## src/rtl/core/tod_pkg.sv

```systemverilog
// Shared types and constants for the torus outside distance block.
// No dependencies.
`timescale 1ns / 1ps
package tod_pkg;
  localparam int CoordW = 32;
  localparam int RadW = 31;
  localparam int SqW = 64;
  localparam int RootW = 32;
  localparam int QDepth = 4;
  localparam int QPtrW = 2;
  localparam int QCntW = 3;
  localparam logic [QCntW-1:0] QBusyLevel = 3'd2;
  localparam logic RegInner = 1'b0;
  localparam logic RegOuter = 1'b1;

  typedef struct packed {
    logic [SqW-1:0]    sq_x;
    logic [SqW-1:0]    sq_y;
    logic [CoordW-1:0] mag_z;
  } tod_item_t;

  function automatic logic [CoordW-1:0] mag(input logic [CoordW-1:0] v);
    mag = v[CoordW-1] ? (~v + 1'b1) : v;
  endfunction
endpackage

```

## src/rtl/core/tod_front.sv

```systemverilog
// Front end: accepts a request, takes coordinate magnitudes and squares.
// Depends on tod_pkg.
`timescale 1ns / 1ps
module tod_front import tod_pkg::*; (
  input  logic              clk,
  input  logic              rst,
  input  logic              take,
  input  logic [CoordW-1:0] pos_x,
  input  logic [CoordW-1:0] pos_y,
  input  logic [CoordW-1:0] pos_z,
  output logic              push,
  output tod_item_t         item
);
  logic              m_vld;
  logic [CoordW-1:0] mx, my, mz;

  always_ff @(posedge clk) begin
    if (rst) begin
      m_vld <= 1'b0;
      push  <= 1'b0;
    end else begin
      m_vld <= take;
      push  <= m_vld;
    end
    mx <= mag(pos_x);
    my <= mag(pos_y);
    mz <= mag(pos_z);
    item.sq_x  <= mx * mx;
    item.sq_y  <= my * my;
    item.mag_z <= mz;
  end
endmodule

```

## config.mk

```make
export PLATFORM = sky130hd
export DESIGN_NAME = tod_front
export DESIGN_NICKNAME = d
export VERILOG_FILES = /design/src/rtl/core/tod_pkg.sv /design/src/rtl/core/tod_front.sv
export SDC_FILE = /design/constraint.sdc
export NUM_CORES = 2
export LEC_CHECK = 0
export BUFFER_PORTS_ARGS = -buffer_cell sky130_fd_sc_hd__buf_2
export CAP_MARGIN = 40
export CORE_ASPECT_RATIO = 1.75
export CORE_MARGIN = 1
export CORE_UTILIZATION = 50
export DETAILED_ROUTE_END_ITERATION = 6
export PLACE_DENSITY_LB_ADDON = 0.05
export REMOVE_ABC_BUFFERS = 1
export SYNTH_ARGS = -nofsm -noshare
export SYNTH_HDL_FRONTEND = slang
export SYNTH_SLANG_ARGS = --single-unit
```

## constraint.sdc

```tcl
create_clock -name clk -period 11.6 [get_ports clk]
set_input_delay 1.16 -clock clk [delete_from_list [all_inputs] [get_ports clk]]
set_output_delay 1.16 -clock clk [all_outputs]
set_load 0.05 [all_outputs]
```

==> flow_summary.ini <==
[run_status]
run_status = finished clean

[clocking]
htree_levels = 1
ctsLongestPathBuffers = 3
cts.sinks = 256
post_cts_buffers = 0
clkTransAtPathRegs_ns = 0.09
cts_hold_buf = 0
cts_resized = 0
numCtsBuffers = 29
cts_tree = done
insertion_delay_ns = 0.67
cts-root-buf = clkbuf_16

[placement]
gp_congestion = 0.940
hpwl_um = 155000
dp.cells = 8639
port_buffers = 257
dp_slack_ns = 2.72

[hold_path]
hold_depth = 0
hold_class = reg2reg
hold_start = mz[4]
whs_endpoint = item[4]

[timing]
fmax_ghz = 0.111
tns_ns = 0
worst_pin_slew_ns = 0.962
finalWorstSetupSlack_ns = 2.59
clock_skew_ns = 0.0479
maxSlewViolCount = 0
hold_viol_final = 0
setup_violations = 0
maxSlewHeadroom = 0.358
period_share = 0.777
post-route-min-period_ns = 9.01
grt_setup_unrepaired = no

[synth]
ys_types = 68
synthFlopType = dfxtp_1
syn_area_um2 = 65500
syn-mean-instance-area_um2 = 9.53
synth-edff-count = 0
yosys_warnings = 0
synth-seq-cells = 256
seq_area_frac_synth = 0.0783
syn_inst = 6871
async_flop_share = 0

[floorplan]
coreArea_um2 = 130000
rows = 175
start_util = 0.504
die_h_um = 481
dieArea_um2 = 132000
die_w_um = 276
ios = 260

[grt]
grt_max_degree = 41
grt.total_usage = 0.300
grt_pass1_wl_um = 294000
grt-ovfl-total = 0
antenna_found_initial = 9
grt_pass1_vias = 52500

[finish]
final_util = 0.536
final_cell_count_no_fill = 8694
synthToLayoutAreaGrowth_pct = 6.30
mostFrequentLayoutCells = 1961 x inv_1, 1584 x fa_1, 606 x nand2_1, 590 x ha_1, 460 x and2_1
layout_commonest_cell = inv_1
nNetsFinal = 9262
drive_gt1_frac = 0.0620

[detailed_routing]
finalWirelength_um = 190000
ant_nets = 0
viasPerCell = 5.30
drt-wirelength-per-cell_um = 21.8
drc = 0
drt-pass1-iter-count = 5
num_vias = 46100
dr.first_iter.drc_count = 2070

[setup_path]
worst-r2r-setup-slack_ns = 2.59
cp-end-kind = flip-flop
crit_type = reg2reg
start_kind = flip-flop
cp_max_fo = 18
r2r-start = mx[10]
crit_required_ns = 12.09
crit_arrival_ns = 9.50
r2r-end = item[158]
worstRegToRegCells = 24

[run]
cap_violations = 0
==> Yosys cell counts, drive strengths merged, types with 23 or more instances <==
master  number  area share
o21bai      30      0.0034
fa        1584        0.48
xnor2      177       0.024
a31oi       26      0.0025
xor2       112       0.015
a31o        24      0.0032
nand2      606       0.035
nand4       31      0.0030
clkbuf     247       0.014
a21o        81      0.0093
and2       460       0.044
nor2       136      0.0078
nand3       26      0.0020
nor2b       27      0.0026
o31ai       23      0.0026
a21oi      146       0.011
o21ai      105      0.0080
inv       1961        0.11
dfxtp      256       0.078
ha         590        0.11
==> through the flow <==
stage,instance area (µm²),hold slack (ns)
2_1_floorplan,64500,0.310
3_3_place_gp,68500,0.310
3_5_place_dp,68600,0.312
4_1_cts,69600,0.329
5_1_grt,69600,0.333
6_report,69600,0.328
==> state kept, by name, indices dropped and copies added, names as in the netlist <==
signal  count
item      158
m_vld       1
mz         32
mx         32
my         32
push        1
==> final cells by class <==
class / count / area [µm²]
multi-input combinational: 4402 / 52100
timing repair buffer: 339 / 1940
antenna: 2 / 5.00
clock inverter: 18 / 228
tap: 1681 / 2100
inverter: 1961 / 7360
sequential: 256 / 5130
clock buffer: 35 / 798
fill: 12200 / 60200
==> how the worst max path moves through the flow <==
| stage | startpoint | to | slack (ns) | cells after the start |
|---|---|---|---|---|
| detailed placement | mx[10] | item[158] | 2.72 | 24 |
| global placement | mx[14] | item[158] | 2.72 | 25 |
| CTS | mx[10] | item[158] | 2.66 | 24 |
| floorplan | my[2] | item[93] | 4.16 | 25 |
| finish | mx[10] | item[158] | 2.59 | 24 |
| global route | mx[10] | item[158] | 2.15 | 25 |
==> worst max-delay path: stages (launching register included) <==
cell       delay [ns]
dfxtp_1          0.89
buf_4            0.43
and2_1           0.29
inv_1            0.09
fa_1             0.52
inv_1            0.07
fa_1             0.49
fa_1             0.56
fa_1             0.43
fa_1             0.51
fa_1             0.44
fa_1             0.49
inv_1            0.04
fa_1             0.47
inv_1            0.04
ha_1             0.40
a21oi_1          0.27
o21ai_0          0.22
a32oi_1          0.32
o22ai_1          0.13
a21oi_1          0.53
o21ai_0          0.38
a21oi_1          0.39
o2bb2ai_1        0.24
o311ai_0         0.19
==> logic make-up after synthesis <==
group                    after synthesis  synth area share
other                                  1         0.0000573
adder cells (fa/ha/maj)             2174             0.597
AO/OA/AOI/OAI                        541            0.0536
flip-flops                           256            0.0783
buffers and inverters               2216             0.127
multiplexers                           6          0.000955
XOR/XNOR                             289            0.0386
AND/OR/NAND/NOR                     1388             0.104
==> per-layer routing <==
| layer | vias to the layer above | wire length (µm) | global-route usage |
|---|---|---|---|
| met3 | 523 | 7180 | 0.0295 |
| met1 | 24000 | 64600 | 0.320 |
| met4 | 0 | 12100 | 0.163 |
| met2 | 1217 | 106000 | 0.569 |
| li1 | 20300 | - | - |
| met5 | - | 0 | 0 |
Power is not shown: default switching activity piles up to over one toggle a cycle in this logic, so the estimate is an artifact.
